$ cat config.mk
export PLATFORM = sky130hd
export DESIGN_NAME = frame_retransmit_controller
export DESIGN_NICKNAME = d
export VERILOG_FILES = /design/src/rtl/frc_pkg.sv /design/src/rtl/frc_core.sv /design/src/rtl/frc_out_buf.sv /design/src/rtl/frame_retransmit_controller.sv
export SDC_FILE = /design/constraint.sdc
export NUM_CORES = 1
export LEC_CHECK = 0
export ABC_AREA = 1
export BUFFER_PORTS_ARGS = -buffer_cell sky130_fd_sc_hd__buf_2
export CAP_MARGIN = 5
export CORE_MARGIN = 4
export CORE_UTILIZATION = 32
export DETAILED_ROUTE_END_ITERATION = 8
export HOLD_SLACK_MARGIN = 0.12
export PLACE_DENSITY = 0.49
export RECOVER_POWER = 25
export SLEW_MARGIN = 20
export SYNTH_ARGS = -nofsm -noshare
export SYNTH_HDL_FRONTEND = slang
export SYNTH_SLANG_ARGS = --single-unit
$ cat constraint.sdc
create_clock -name clk_i -period 5.74 [get_ports clk_i]
set_input_delay 0.574 -clock clk_i [delete_from_list [all_inputs] [get_ports clk_i]]
set_output_delay 0.574 -clock clk_i [all_outputs]
set_load 0.02 [all_outputs]
$ cat src/rtl/frc_pkg.sv
package frc_pkg;

  localparam int unsigned FRAME_BYTES_DEF = 8;
  localparam int unsigned FRAME_OUT_W     = 64;

  localparam int unsigned CFG_IDX_W  = 2;
  localparam int unsigned CFG_DATA_W = 16;

  // configuration register indexes
  localparam logic [CFG_IDX_W-1:0] CFG_RETRY_LIMIT    = 2'd0;
  localparam logic [CFG_IDX_W-1:0] CFG_TIMEOUT_COUNT  = 2'd1;
  localparam logic [CFG_IDX_W-1:0] CFG_PRESCALE_TICKS = 2'd2;

  localparam logic [3:0]  RETRY_LIMIT_RST    = 4'd5;
  localparam logic [15:0] TIMEOUT_COUNT_RST  = 16'd50;
  localparam logic [7:0]  PRESCALE_TICKS_RST = 8'd4;

  // command codes
  localparam logic [2:0] CMD_TICK = 3'd0;
  localparam logic [2:0] CMD_POLL = 3'd1;
  localparam logic [2:0] CMD_SEND = 3'd2;
  localparam logic [2:0] CMD_ACK  = 3'd3;
  localparam logic [2:0] CMD_NACK = 3'd4;

  // link states
  localparam logic [1:0] LINK_IDLE    = 2'd0;
  localparam logic [1:0] LINK_WAITING = 2'd1;
  localparam logic [1:0] LINK_NACKED  = 2'd2;

  typedef struct packed {
    logic [FRAME_OUT_W-1:0] frame_out;
    logic                   is_retry;
    logic [3:0]             attempt_number;
    logic                   gave_up;
  } res_t;

endpackage

$ cat src/rtl/frc_core.sv
module frc_core import frc_pkg::*; #(
  parameter int unsigned FRAME_BYTES = FRAME_BYTES_DEF
) (
  input  logic                  clk_i,
  input  logic                  rst_ni,
  input  logic                  cfg_we_i,
  input  logic [CFG_IDX_W-1:0]  cfg_index_i,
  input  logic [CFG_DATA_W-1:0] cfg_data_i,
  input  logic                  accept_i,
  input  logic [2:0]            cmd_i,
  input  logic [63:0]           frame_in_i,
  output logic                  res_valid_o,
  output res_t                  res_o
);

  localparam int unsigned FRAME_W = 8 * FRAME_BYTES;

  logic [3:0]         retry_limit_q;
  logic [15:0]        timeout_count_q;
  logic [7:0]         prescale_ticks_q;

  logic [1:0]         link_q, link_d;
  logic [3:0]         retries_q, retries_d;
  logic [FRAME_W-1:0] saved_q, saved_d;
  logic [7:0]         presc_q, presc_d;
  logic [15:0]        cd_q, cd_d;
  logic               exp_q, exp_d;

  logic [7:0]         presc_inc;
  logic [15:0]        cd_dec;
  logic               do_retry;

  always_ff @(posedge clk_i or negedge rst_ni) begin
    if (!rst_ni) begin
      retry_limit_q    <= RETRY_LIMIT_RST;
      timeout_count_q  <= TIMEOUT_COUNT_RST;
      prescale_ticks_q <= PRESCALE_TICKS_RST;
    end else if (cfg_we_i) begin
      case (cfg_index_i)
        CFG_RETRY_LIMIT:    retry_limit_q    <= cfg_data_i[3:0];
        CFG_TIMEOUT_COUNT:  timeout_count_q  <= cfg_data_i;
        CFG_PRESCALE_TICKS: prescale_ticks_q <= cfg_data_i[7:0];
        default: ;
      endcase
    end
  end

  assign presc_inc = presc_q + 8'd1;
  assign cd_dec    = cd_q - 16'd1;
  // an unreachable link code acts as waiting
  assign do_retry  = (link_q == LINK_NACKED) || ((link_q != LINK_IDLE) && exp_q);

  always_comb begin
    link_d      = link_q;
    retries_d   = retries_q;
    saved_d     = saved_q;
    presc_d     = presc_q;
    cd_d        = cd_q;
    exp_d       = exp_q;
    res_valid_o = 1'b0;
    res_o       = '0;
    if (accept_i) begin
      case (cmd_i)
        CMD_TICK: begin
          if (presc_inc >= prescale_ticks_q) begin
            presc_d = '0;
            cd_d    = cd_dec;
            if (cd_dec == 16'd0) exp_d = 1'b1;
          end else begin
            presc_d = presc_inc;
          end
        end
        CMD_POLL: begin
          if (link_q == LINK_IDLE) begin
            retries_d = '0;
          end else if (do_retry) begin
            res_valid_o = 1'b1;
            if (retries_q < retry_limit_q) begin
              retries_d            = retries_q + 4'd1;
              res_o.frame_out      = FRAME_OUT_W'(saved_q);
              res_o.is_retry       = 1'b1;
              res_o.attempt_number = retries_q + 4'd1;
              cd_d                 = timeout_count_q;
              presc_d              = '0;
              exp_d                = 1'b0;
            end else begin
              // out of retries: report and drop back to idle
              link_d               = LINK_IDLE;
              res_o.attempt_number = retries_q;
              res_o.gave_up        = 1'b1;
            end
          end
        end
        CMD_SEND: begin
          saved_d         = frame_in_i[FRAME_W-1:0];
          res_valid_o     = 1'b1;
          res_o.frame_out = FRAME_OUT_W'(frame_in_i[FRAME_W-1:0]);
          cd_d            = timeout_count_q;
          presc_d         = '0;
          exp_d           = 1'b0;
          retries_d       = '0;
          link_d          = LINK_WAITING;
        end
        CMD_ACK:  link_d = LINK_IDLE;
        CMD_NACK: link_d = LINK_NACKED;
        default: ;
      endcase
    end
  end

  always_ff @(posedge clk_i or negedge rst_ni) begin
    if (!rst_ni) begin
      link_q    <= LINK_IDLE;
      retries_q <= '0;
      saved_q   <= '0;
      presc_q   <= '0;
      cd_q      <= '0;
      exp_q     <= 1'b0;
    end else begin
      link_q    <= link_d;
      retries_q <= retries_d;
      saved_q   <= saved_d;
      presc_q   <= presc_d;
      cd_q      <= cd_d;
      exp_q     <= exp_d;
    end
  end

endmodule

$ cat src/rtl/frc_out_buf.sv
module frc_out_buf import frc_pkg::*; (
  input  logic clk_i,
  input  logic rst_ni,
  input  logic push_i,
  input  res_t push_data_i,
  output logic ready_o,
  output logic valid_o,
  input  logic pop_ready_i,
  output res_t data_o
);

  logic [1:0] cnt_q, cnt_d, cnt_pop;
  res_t       head_q, head_d;
  res_t       skid_q, skid_d;
  logic       pop;

  assign pop     = (cnt_q != 2'd0) && pop_ready_i;
  assign cnt_pop = cnt_q - {1'b0, pop};
  assign ready_o = (cnt_q != 2'd2);
  assign valid_o = (cnt_q != 2'd0);
  assign data_o  = head_q;

  always_comb begin
    head_d = head_q;
    skid_d = skid_q;
    cnt_d  = cnt_pop + {1'b0, push_i};
    // advance the skid entry into the head on a transfer
    if (pop) head_d = skid_q;
    if (push_i) begin
      if (cnt_pop == 2'd0) head_d = push_data_i;
      else                 skid_d = push_data_i;
    end
  end

  always_ff @(posedge clk_i or negedge rst_ni) begin
    if (!rst_ni) begin
      cnt_q <= '0;
    end else begin
      cnt_q <= cnt_d;
    end
  end

  always_ff @(posedge clk_i) begin
    head_q <= head_d;
    skid_q <= skid_d;
  end

endmodule

$ cat src/rtl/frame_retransmit_controller.sv
// Frame retransmit controller.
// Input channel (in_valid_i / in_ready_o) carries one command per transfer:
// tick, poll, send (with frame_in_i), ack or nack. Output channel
// (out_valid_o / out_ready_i) carries a frame to transmit, a retransmission,
// or a give-up report. Only send and some polls produce a result.
// Each command is processed in the cycle it is accepted; its result is registered
// in the output buffer. One command per cycle is sustained while an entry is free.
// Results go through a two-entry output buffer: while one result waits for
// the receiver, the block still takes the next command. When the receiver
// stalls and both entries are held, in_ready_o drops until a transfer frees
// an entry.
// Configuration (cfg_we_i, cfg_index_i, cfg_data_i) writes retry_limit,
// timeout_count and prescale_ticks at indexes 0, 1, 2; write only while idle.
// Reset clears the link state, timer and saved frame, empties the output
// buffer and loads the register defaults (5, 50, 4).
module frame_retransmit_controller import frc_pkg::*; #(
  parameter int unsigned FRAME_BYTES = FRAME_BYTES_DEF
) (
  input  logic                  clk_i,
  input  logic                  rst_ni,
  input  logic                  cfg_we_i,
  input  logic [CFG_IDX_W-1:0]  cfg_index_i,
  input  logic [CFG_DATA_W-1:0] cfg_data_i,
  input  logic                  in_valid_i,
  output logic                  in_ready_o,
  input  logic [2:0]            cmd_i,
  input  logic [63:0]           frame_in_i,
  output logic                  out_valid_o,
  input  logic                  out_ready_i,
  output logic [63:0]           frame_out_o,
  output logic                  is_retry_o,
  output logic [3:0]            attempt_number_o,
  output logic                  gave_up_o
);

  logic accept;
  logic res_valid;
  res_t res;
  res_t out_res;

  assign accept = in_valid_i && in_ready_o;

  frc_core #(
    .FRAME_BYTES(FRAME_BYTES)
  ) u_core (
    .clk_i      (clk_i),
    .rst_ni     (rst_ni),
    .cfg_we_i   (cfg_we_i),
    .cfg_index_i(cfg_index_i),
    .cfg_data_i (cfg_data_i),
    .accept_i   (accept),
    .cmd_i      (cmd_i),
    .frame_in_i (frame_in_i),
    .res_valid_o(res_valid),
    .res_o      (res)
  );

  frc_out_buf u_out_buf (
    .clk_i      (clk_i),
    .rst_ni     (rst_ni),
    .push_i     (res_valid),
    .push_data_i(res),
    .ready_o    (in_ready_o),
    .valid_o    (out_valid_o),
    .pop_ready_i(out_ready_i),
    .data_o     (out_res)
  );

  assign frame_out_o      = out_res.frame_out;
  assign is_retry_o       = out_res.is_retry;
  assign attempt_number_o = out_res.attempt_number;
  assign gave_up_o        = out_res.gave_up;

endmodule

==> flow_summary.json, run 1 <==
{
  "outcome": "completed",
  "crit_required_ns": 6.23,
  "cp_cell_sequence": "or2_2 -> nand2_2 -> inv_2 -> ha_1 -> xor2_1 -> nor2_1 -> inv_2 -> nor2_8 -> inv_4 -> buf_4 -> nor2_1 -> a31oi_1",
  "area_growth_pct": 17.3,
  "placementRows": 70,
  "final.setup_skew_ns": 0.0124,
  "tns_ns": 0,
  "clock-sinks": 265,
  "ys_types": 42,
  "final.setup.worst_slack_ns": 2.59,
  "holdPathStages": 2,
  "crit_family": "buffers and inverters",
  "hp-class": "primary input to flop",
  "antennaDiodeCount": 0,
  "path_depth": 12,
  "p_comb_share_pct": 32.5,
  "p_sw_share_pct": 37.7,
  "max_stage_delay_ns": 0.60,
  "num_vias": 8922,
  "worst-r2r-cell-count": 12,
  "grt_pass1_wl_um": 47300,
  "finalHoldViolCount": 0,
  "rsz0062_at_grt": "false",
  "instances_no_fill": 1956,
  "nNetsFinal": 1534,
  "drtIter0Drc": 364,
  "gp_congestion": 0.760,
  "synth.cell_area_mm2": 0.0120,
  "drive_above_1_share_pct": 18.8,
  "slowest_stage": "inv_4",
  "cp_num_buf_inv": 4,
  "crit_end": "u_out_buf.data_o[39]",
  "r2r_start": "u_out_buf.cnt_q[1]",
  "synth_async_sr_flop_share_pct": 47.2,
  "critPathMaxFanout": 82,
  "arrival_ns": 3.64,
  "relSlewSlack_pct": 30.3,
  "max_cap_violations": 0,
  "clockRootBuffer": "clkbuf_16",
  "grt_pass1_vias": 8989,
  "slew_violations": 0,
  "grt-ovfl-total": 0,
  "clk_latency_ns": 0.57,
  "synth-main-ff-cell": "dfrtp_1",
  "initial_utilization_pct": 32.7,
  "cp-end-kind": "flop",
  "ant_nets": 0,
  "placedCellCount": 1897,
  "finalSetupViolCount": 0,
  "rrSetupSlack_ns": 2.59,
  "worst_ir_drop_vdd_mv": 0.238,
  "htree_levels": 1,
  "wl_um": 29300,
  "die_x_um": 202,
  "track_usage_pct": 14.1,
  "drc": 0,
  "p_switching_uw": 2660,
  "max_freq_ghz": 0.317,
  "synth-seq-area-share_pct": 55.1,
  "total_leakage_power_uw": 0.00634,
  "cts_tree": "built",
  "post-place-ws_ns": 2.44,
  "grt_max_degree": 95,
  "first_pass_iters": 4,
  "synth_edf_count": 70,
  "wl_per_cell_um": 15.0,
  "yosys_warnings": 0,
  "dieArea_mm2": 0.0408,
  "syn_nets": 1390,
  "p_per_area_mw_per_mm2": 499,
  "synthCells": 1283,
  "reg2reg_to": "u_out_buf.data_o[39]",
  "io_buffers": 161,
  "clkPwrFrac_pct": 26.3,
  "cts_buffers": 31,
  "ys_ff_latch": 265,
  "die_y_um": 202,
  "synth_area_per_cell_um2": 9.38,
  "io-pin-count": 162,
  "cp-startpoint": "u_out_buf.cnt_q[1]",
  "critPathKind": "flop to flop",
  "viasPerCell": 4.56,
  "core_area_mm2": 0.0369,
  "hpwl_um": 18300,
  "antenna_found_initial": 1,
  "startpoint_type": "flop",
  "clockBufferDepth": 3,
  "internal-power_uw": 4390,
  "fin_crit_sh_pct": 54.9,
  "period_needed_ns": 3.15,
  "tightest_slew_ns": 1.05,
  "cts.reportedPaths.clkPinSlew_ns": 0.06,
  "power_frac_seq_pct": 41.2
}
cells by family after synthesis:
logic type,Yosys count,synth area share (%)
muxes,5,0.457
adders and majority gates,17,1.77
and+or+nand+nor,499,16.8
DFF,265,55.1
xor gates and xnor gates,14,1.02
AOI/OAI and AO/OA,277,17.1
buffers and inverters,206,7.72
power by group through the flow:
stage	clock, uW	combinational, uW	sequential (uW)
2_1_floorplan	0	1360	3180
3_3_place_gp	0	2320	2930
3_5_place_dp	0	2360	2940
4_1_cts	1930	2370	2910
5_1_grt	2000	2600	2980
6_report	1850	2290	2900
cell usage after synthesis, drive strengths merged (17+ instances only):
master	n	area [um2]
edfxtp	70	2100
dfxtp	70	1400
buf	34	282
clkbuf	24	90.1
a31oi	63	394
dfrtp	119	2980
nand3	24	125
o21ai	192	1520
nor2	125	532
ha	17	213
nand2	343	1320
inv	148	558
state kept, by name (all words and copies together), names as in the netlist, 4 cells and up:
register and count:
u_core.cd_q 16, u_core.prescale_ticks_q 8, u_core.presc_q 8, u_core.timeout_count_q 16, u_core.retry_limit_q 4, u_out_buf.skid_q 70, u_core.retries_q 4, u_out_buf.data_o 70
u_core.saved_q 64
worst min path at each step:
stage | from | endpoint | slack, ns
floorplan | rst_ni | u_core.cd_q[0] | 0.28
global placement | u_out_buf.data_o[44] | u_out_buf.data_o[44] | 0.47
detailed placement | u_out_buf.data_o[33] | u_out_buf.data_o[33] | 0.47
CTS | cfg_data_i[12] | u_core.timeout_count_q[12] | 0.20
global route | cfg_data_i[9] | u_core.timeout_count_q[9] | 0.21
finish | cfg_data_i[12] | u_core.timeout_count_q[12] | 0.23
per-stage QoR:
step	instance area (um2)	power (uW)	hold WS, ns	utilization, %
floorplan	12000	4540	0.278	-
global placement	13200	5250	0.466	35.8
detailed placement	13200	5290	0.467	35.8
CTS	14200	7200	0.197	38.4
global route	14100	7580	0.212	38.3
finish	14100	7040	0.228	38.3
what timing repair did:
item                                   in CTS  in global routing
buffers inserted                            0                  0
hold buffers                                1                  0
endpoints found under the hold margin       4                  0
gates resized for setup                     0                  0
cells in the final DEF (no fill, tap or decap), types with 40 or more instances in the layout:
| cell | n |
|---|---|
| a31oi_1 | 63 |
| buf_2 | 138 |
| clkbuf_1 | 40 |
| dfrtp_1 | 119 |
| dfxtp_1 | 70 |
| edfxtp_1 | 70 |
| inv_1 | 139 |
| nand2_1 | 337 |
| nor2_1 | 116 |
| o21ai_0 | 118 |
| o21ai_4 | 50 |
per-layer routing:
layer / track usage, % / share of wire [%] / vias to the layer above
met2: 25.1 / 49 / 138
met3: 2.58 / 4.0 / 34
met5: 0 / 0.041 / -
li1: - / - / 4491
met4: 2.61 / 1.6 / 2
met1: 18.0 / 45 / 4257
area by class of cell:
cell class / instances / area, um2
inverters: 148 / 561
multi-input cells: 812 / 4500
clock inverters: 4 / 35.0
flip-flops and latches: 265 / 6640
clock buffers: 54 / 912
repair buffers: 169 / 847
fillers: 3795 / 22800
well taps: 504 / 631
No activity file was read; power rests on OpenSTA's default activity.
==> run 2: changes to the inputs <==
Clock period 5.74 ns to 3.3 ns, I/O delays scaled along.
==> run 2 against run 1 <==
Effect of this change: the run now ends with max-capacitance violations, max-slew violations left; clock power rose by 95%; hold slack got worse by 0.095 ns; clock skew rose by 0.0032 ns; count of clock-buffer cells in the layout fell by 6; fmax rose by 15%; sequential share of layout area fell by 3.3 points; via count rose by 2.0%; total power rose by 81%; sequential cell count did not move; die area did not move; global-route usage rose by 0.19 points; highest routed layer is now met4.
==> flow_summary.json, run 2 (synthesis results as in run 1) <==
{
  "num_vias": 9096,
  "dieArea_mm2": 0.0408,
  "slew_violations": 63,
  "r2r_start": "u_core.presc_q[0]",
  "first_pass_iters": 5,
  "outcome": "finished, violations left",
  "clk_latency_ns": 0.55,
  "io_buffers": 161,
  "startpoint_type": "flop",
  "post-place-ws_ns": 0.529,
  "multiInputGateArea_mm2": 0.00450,
  "track_usage_pct": 14.3,
  "grt_pass1_vias": 9243,
  "hp-class": "primary input to flop",
  "layout_commonest_cell": "nand2_1",
  "finish.utilization_pct": 41.2,
  "max_freq_ghz": 0.364,
  "relSlewSlack_pct": -13.5,
  "violations": "max-capacitance violations, max-slew violations",
  "core_area_mm2": 0.0369,
  "cp_cell_sequence": "ha_1 -> nand3_1 -> nor2_1 -> nand2_1 -> xor2_1 -> inv_1 -> ha_1 -> nand2_1 -> nor2_1 -> nand4_1 -> o2111ai_1 -> nor2_1 -> nor2_4 -> buf_12 -> o21ai_0 -> o21ai_0",
  "placementRows": 70,
  "hpwl_um": 18400,
  "initial_utilization_pct": 32.7,
  "io-pin-count": 162,
  "min_from": "frame_in_i[13]",
  "cp-end-kind": "flop",
  "clockBufferDepth": 3,
  "finalSetupViolCount": 0,
  "area_growth_pct": 26.2,
  "nNetsFinal": 1621,
  "fillers": 3603,
  "drive_above_1_share_pct": 20.0,
  "drtIter0Drc": 416,
  "clockRootBuffer": "clkbuf_16",
  "grt-ovfl-total": 0,
  "holdPathStages": 3,
  "cts_tree": "built",
  "tns_ns": 0,
  "grt_max_degree": 128,
  "final.setup.worst_slack_ns": 0.555,
  "wl_um": 29600,
  "arrival_ns": 3.17,
  "antenna_found_initial": 0,
  "slowest_stage": "dfrtp_1",
  "reg2reg_to": "u_core.cd_q[13]",
  "cts.reportedPaths.clkPinSlew_ns": 0.06,
  "gp_congestion": 0.799,
  "worst_ir_drop_vdd_mv": 0.373,
  "grt_pass1_wl_um": 48600,
  "crit_required_ns": 3.73,
  "seqCellArea_mm2": 0.00664,
  "viasPerCell": 4.45,
  "crit_top_cell": "nor2_1",
  "ant_nets": 0,
  "critPathKind": "flop to flop",
  "critPathMaxFanout": 20,
  "clock-sinks": 265,
  "htree_levels": 1,
  "hold_path_end": "u_core.saved_q[13]",
  "drc": 0,
  "p_per_area_mw_per_mm2": 840,
  "antennaDiodeCount": 0,
  "final.setup_skew_ns": 0.0156,
  "period_needed_ns": 2.74,
  "finalHoldViolCount": 0,
  "worst-r2r-cell-count": 16,
  "tightest_slew_ns": 1.70,
  "rsz0062_at_grt": "false",
  "fin_crit_sh_pct": 83.2,
  "post_cts_buffers": 0,
  "max_stage_delay_ns": 0.42,
  "rrSetupSlack_ns": 0.56,
  "die_x_um": 202,
  "die_y_um": 202,
  "cts_buffers": 31,
  "wl_per_cell_um": 14.5,
  "total_leakage_power_uw": 0.00685,
  "hold-worst-slack_ns": 0.134,
  "final_cell_mix": "nand2_1 (336), buf_2 (158), inv_1 (138)",
  "max_cap_violations": 1
}
-- run 2: cell types whose count changed in the layout (fill, tap and decap cells not counted), sizes merged --
cell,change
clkbuf,-23
clkinv,-1
clkinvlp,+1
bufinv,+5
dlygate4sd3,+79
buf,+25
-- run 2: worst max path at each step --
| stage | from | endpoint | slack (ns) |
|---|---|---|---|
| 6_report | u_core.presc_q[0] | u_core.cd_q[13] | 0.56 |
| 5_1_grt | u_core.presc_q[0] | u_core.cd_q[13] | 0.20 |
| 4_1_cts | u_core.presc_q[0] | u_core.cd_q[13] | 0.53 |
| 3_5_place_dp | u_core.presc_q[0] | u_core.cd_q[13] | 0.53 |
| 3_3_place_gp | u_core.presc_q[0] | u_core.cd_q[13] | 0.60 |
| 2_1_floorplan | u_out_buf.cnt_q[1] | u_out_buf.skid_q[0] | 0.10 |
-- run 2: final cells by class --
type | count | share of cell area, %
clock buffers | 48 | 5.92
clock inverters | 9 | 1.15
inverters | 148 | 3.69
multi-input cells | 812 | 29.6
flip-flops and latches | 265 | 43.7
well taps | 504 | 4.15
repair buffers | 256 | 11.8
-- run 2: repair_timing --
item	4_1_cts	5_1_grt
hold endpoints to repair	177	0
gates resized for setup	0	0
hold buffers	80	0
-- run 2: power by group --
part,internal [uW],switching (uW)
Sequential,4490,533
Combinational,1390,2730
Clock,2250,1360
Total,8130,4620
-- run 2: metrics by stage --
stage,cell area [um2],total power (uW),std cells
3_5_place_dp,13300,9210,1905
3_3_place_gp,13300,9130,1905
2_1_floorplan,12000,7900,1283
6_report,15200,12800,2042
4_1_cts,15200,13000,2042
5_1_grt,15200,13700,2042
-- run 2: critical path: cells and delay by family, from the launching register on --
family                   cells  cell delay (ns)
XOR/XNOR                     1             0.16
buffers and inverters        2             0.26
adder cells (fa/ha/maj)      2             0.47
AND/OR/NAND/NOR              8             1.05
flip-flops                   1             0.42
AO/OA/AOI/OAI                3             0.28
-- run 2: routing by layer --
layer | routed length (um) | vias to the layer above | track usage (%) | share of wire [%]
met2 | 14200 | 150 | 25.1 | 48
met5 | 0 | - | 0 | 0
met1 | 13700 | 4253 | 18.8 | 46
met4 | 456 | 0 | 2.73 | 1.5
met3 | 1150 | 36 | 2.17 | 3.9
li1 | - | 4657 | - | -
==> run 3: changes to the inputs <==
Clock period 3.3 ns to 2.8 ns, I/O delays scaled along.
==> run 3 against run 2 <==
Effect of this change: utilization shrank 0.071 points; highest routed layer unchanged; final area is 0.17% lower; non-clock buffer count is 7 higher; combinational power rose by 20%; hold slack better by 0.10 ns; routed wire length is 0.16% higher; sequential share of layout area grew 0.076 points; register-to-register slack worse by 0.23 ns; critical path depth is 1 higher; die area unchanged; critical endpoint is now u_core.exp_q; worst setup slack got worse by 0.23 ns; fmax rose by 11%; the flow now finishes without violations.
==> flow_summary.json, run 3 (synthesis results as in run 1) <==
{
  "crit_family": "simple AND/OR/NAND/NOR gates",
  "track_usage_pct": 14.2,
  "internal-power_uw": 9070,
  "slew_violations": 0,
  "finalHoldViolCount": 0,
  "power.total_uw": 14500,
  "grt_pass1_vias": 9247,
  "relSlewSlack_pct": 21.8,
  "cp_cell_sequence": "ha_1 -> nand3_1 -> nor2_1 -> nand2_1 -> xor2_1 -> inv_1 -> ha_1 -> nand2_1 -> nor2_1 -> nand4_1 -> o2111ai_1 -> nor2_2 -> nor2_4 -> buf_12 -> nand2_1 -> nand2_1 -> nand2_1",
  "fillers": 3672,
  "clkPwrFrac_pct": 25.4,
  "finalSetupViolCount": 0,
  "reg2reg_to": "u_core.exp_q",
  "ant_nets": 0,
  "die_x_um": 202,
  "tns_ns": 0,
  "cts_buffers": 30,
  "hpwl_um": 18700,
  "crit_required_ns": 3.24,
  "final_cell_mix": "nand2_1 (336), buf_2 (159), inv_1 (138)",
  "min_from": "cmd_i[1]",
  "arrival_ns": 2.91,
  "die_y_um": 202,
  "critPathKind": "flop to flop",
  "critPathMaxFanout": 33,
  "antenna_found_initial": 0,
  "cp-end-kind": "flop",
  "first_pass_iters": 4,
  "post_cts_buffers": 0,
  "p_switching_uw": 5460,
  "drc": 0,
  "viasPerCell": 4.45,
  "cts_tree": "built",
  "area_growth_pct": 25.9,
  "layout_commonest_cell": "nand2_1",
  "initial_utilization_pct": 32.7,
  "finish.utilization_pct": 41.1,
  "startpoint_type": "flop",
  "rrSetupSlack_ns": 0.33,
  "num_vias": 9111,
  "clock-sinks": 265,
  "drtIter0Drc": 345,
  "grt_pass1_wl_um": 48500,
  "crit_top_cell": "nand2_1",
  "slowest_stage": "dfrtp_1",
  "drive_above_1_share_pct": 20.1,
  "grt-ovfl-total": 0,
  "p_sw_share_pct": 37.6,
  "p_per_area_mw_per_mm2": 958,
  "worst-r2r-cell-count": 17,
  "max_cap_violations": 0,
  "cts.reportedPaths.clkPinSlew_ns": 0.06,
  "wl_um": 29600,
  "io_buffers": 161,
  "power_frac_seq_pct": 40.7,
  "wl_per_cell_um": 14.5,
  "outcome": "completed",
  "hp-class": "primary input to flop",
  "p_comb_share_pct": 33.9,
  "final.setup_skew_ns": 0.0257,
  "cp_num_buf_inv": 2,
  "placementRows": 70,
  "core_area_mm2": 0.0369,
  "hold-worst-slack_ns": 0.238,
  "nNetsFinal": 1627,
  "total_leakage_power_uw": 0.00683,
  "worst_ir_drop_vdd_mv": 0.574,
  "antennaDiodeCount": 0,
  "hold_path_end": "u_core.link_q[1]",
  "dieArea_mm2": 0.0408,
  "max_freq_ghz": 0.404,
  "clk_latency_ns": 0.57,
  "holdPathStages": 6,
  "grt_max_degree": 101,
  "period_needed_ns": 2.47,
  "gp_congestion": 0.790,
  "clockRootBuffer": "clkbuf_16",
  "io-pin-count": 162,
  "clockBufferDepth": 3,
  "r2r_start": "u_core.presc_q[0]",
  "fin_crit_sh_pct": 88.4,
  "htree_levels": 1,
  "tightest_slew_ns": 1.17,
  "max_stage_delay_ns": 0.42
}
run 3: cell type report:
cell class                      count  area (um2)  area share, %
Sequential cell                   265        6640           43.8
Multi-Input combinational cell    812        4530           29.9
Timing Repair Buffer              263        1860           12.3
Clock buffer                       43         850           5.60
Tap cell                          504         631           4.16
Inverter                          148         563           3.71
Clock inverter                     13        85.1          0.561
run 3: routing by layer:
layer / vias to the layer above / routed length (um) / track usage [%] / part of all wire, %
li1: 4665 / - / - / -
met2: 135 / 14000 / 23.9 / 47
met4: 0 / 688 / 3.42 / 2.3
met5: - / 0 / 0 / 0
met1: 4269 / 13800 / 19.4 / 47
met3: 42 / 1100 / 2.25 / 3.7
run 3: how the worst max path moves through the flow:
stage                                   from                   to  slack, ns  cells after the start
final                      u_core.presc_q[0]         u_core.exp_q       0.33                     17
after global routing       u_core.presc_q[0]      u_core.cd_q[13]    -0.0007                     15
after CTS                  u_core.presc_q[0]    u_core.presc_q[6]       0.28                     15
after floorplan           u_out_buf.cnt_q[1]  u_out_buf.skid_q[0]      -0.08                      8
after detailed placement   u_core.presc_q[0]    u_core.presc_q[5]       0.27                     15
after global placement     u_core.presc_q[0]         u_core.exp_q       0.35                     16
run 3: through the flow:
stage / instance area, um2 / std cells / setup slack (ns)
floorplan: 12100 / 1283 / -0.0760
global placement: 13400 / 1909 / 0.353
detailed placement: 13400 / 1909 / 0.266
CTS: 15200 / 2048 / 0.282
global route: 15200 / 2048 / -0.000708
finish: 15200 / 2048 / 0.325
run 3: power by group through the flow:
stage               Sequential (uW)  Combinational [uW]  Clock [uW]
CTS                            5920                5040        3830
detailed placement             5990                4930           0
finish                         5910                4930        3690
floorplan                      6510                2840           0
global placement               5970                4850           0
global route                   6070                5580        3980
run 3: repair_timing:
item | in CTS | in global routing
endpoints found under the hold margin | 277 | 0
hold buffers | 83 | 0
endpoints found under the setup margin | 0 | 3
gates resized for setup | 0 | 1
run 3: worst reg2reg max path, cell delays in order (launching register included):
cell       delay, ns
dfrtp_1         0.42
ha_1            0.24
nand3_1         0.12
nor2_1          0.05
nand2_1         0.06
xor2_1          0.18
inv_1           0.06
ha_1            0.27
nand2_1         0.06
nor2_1          0.14
nand4_1         0.10
o2111ai_1       0.13
nor2_2          0.08
nor2_4          0.10
buf_12          0.19
nand2_1         0.08
nand2_1         0.05
nand2_1         0.04
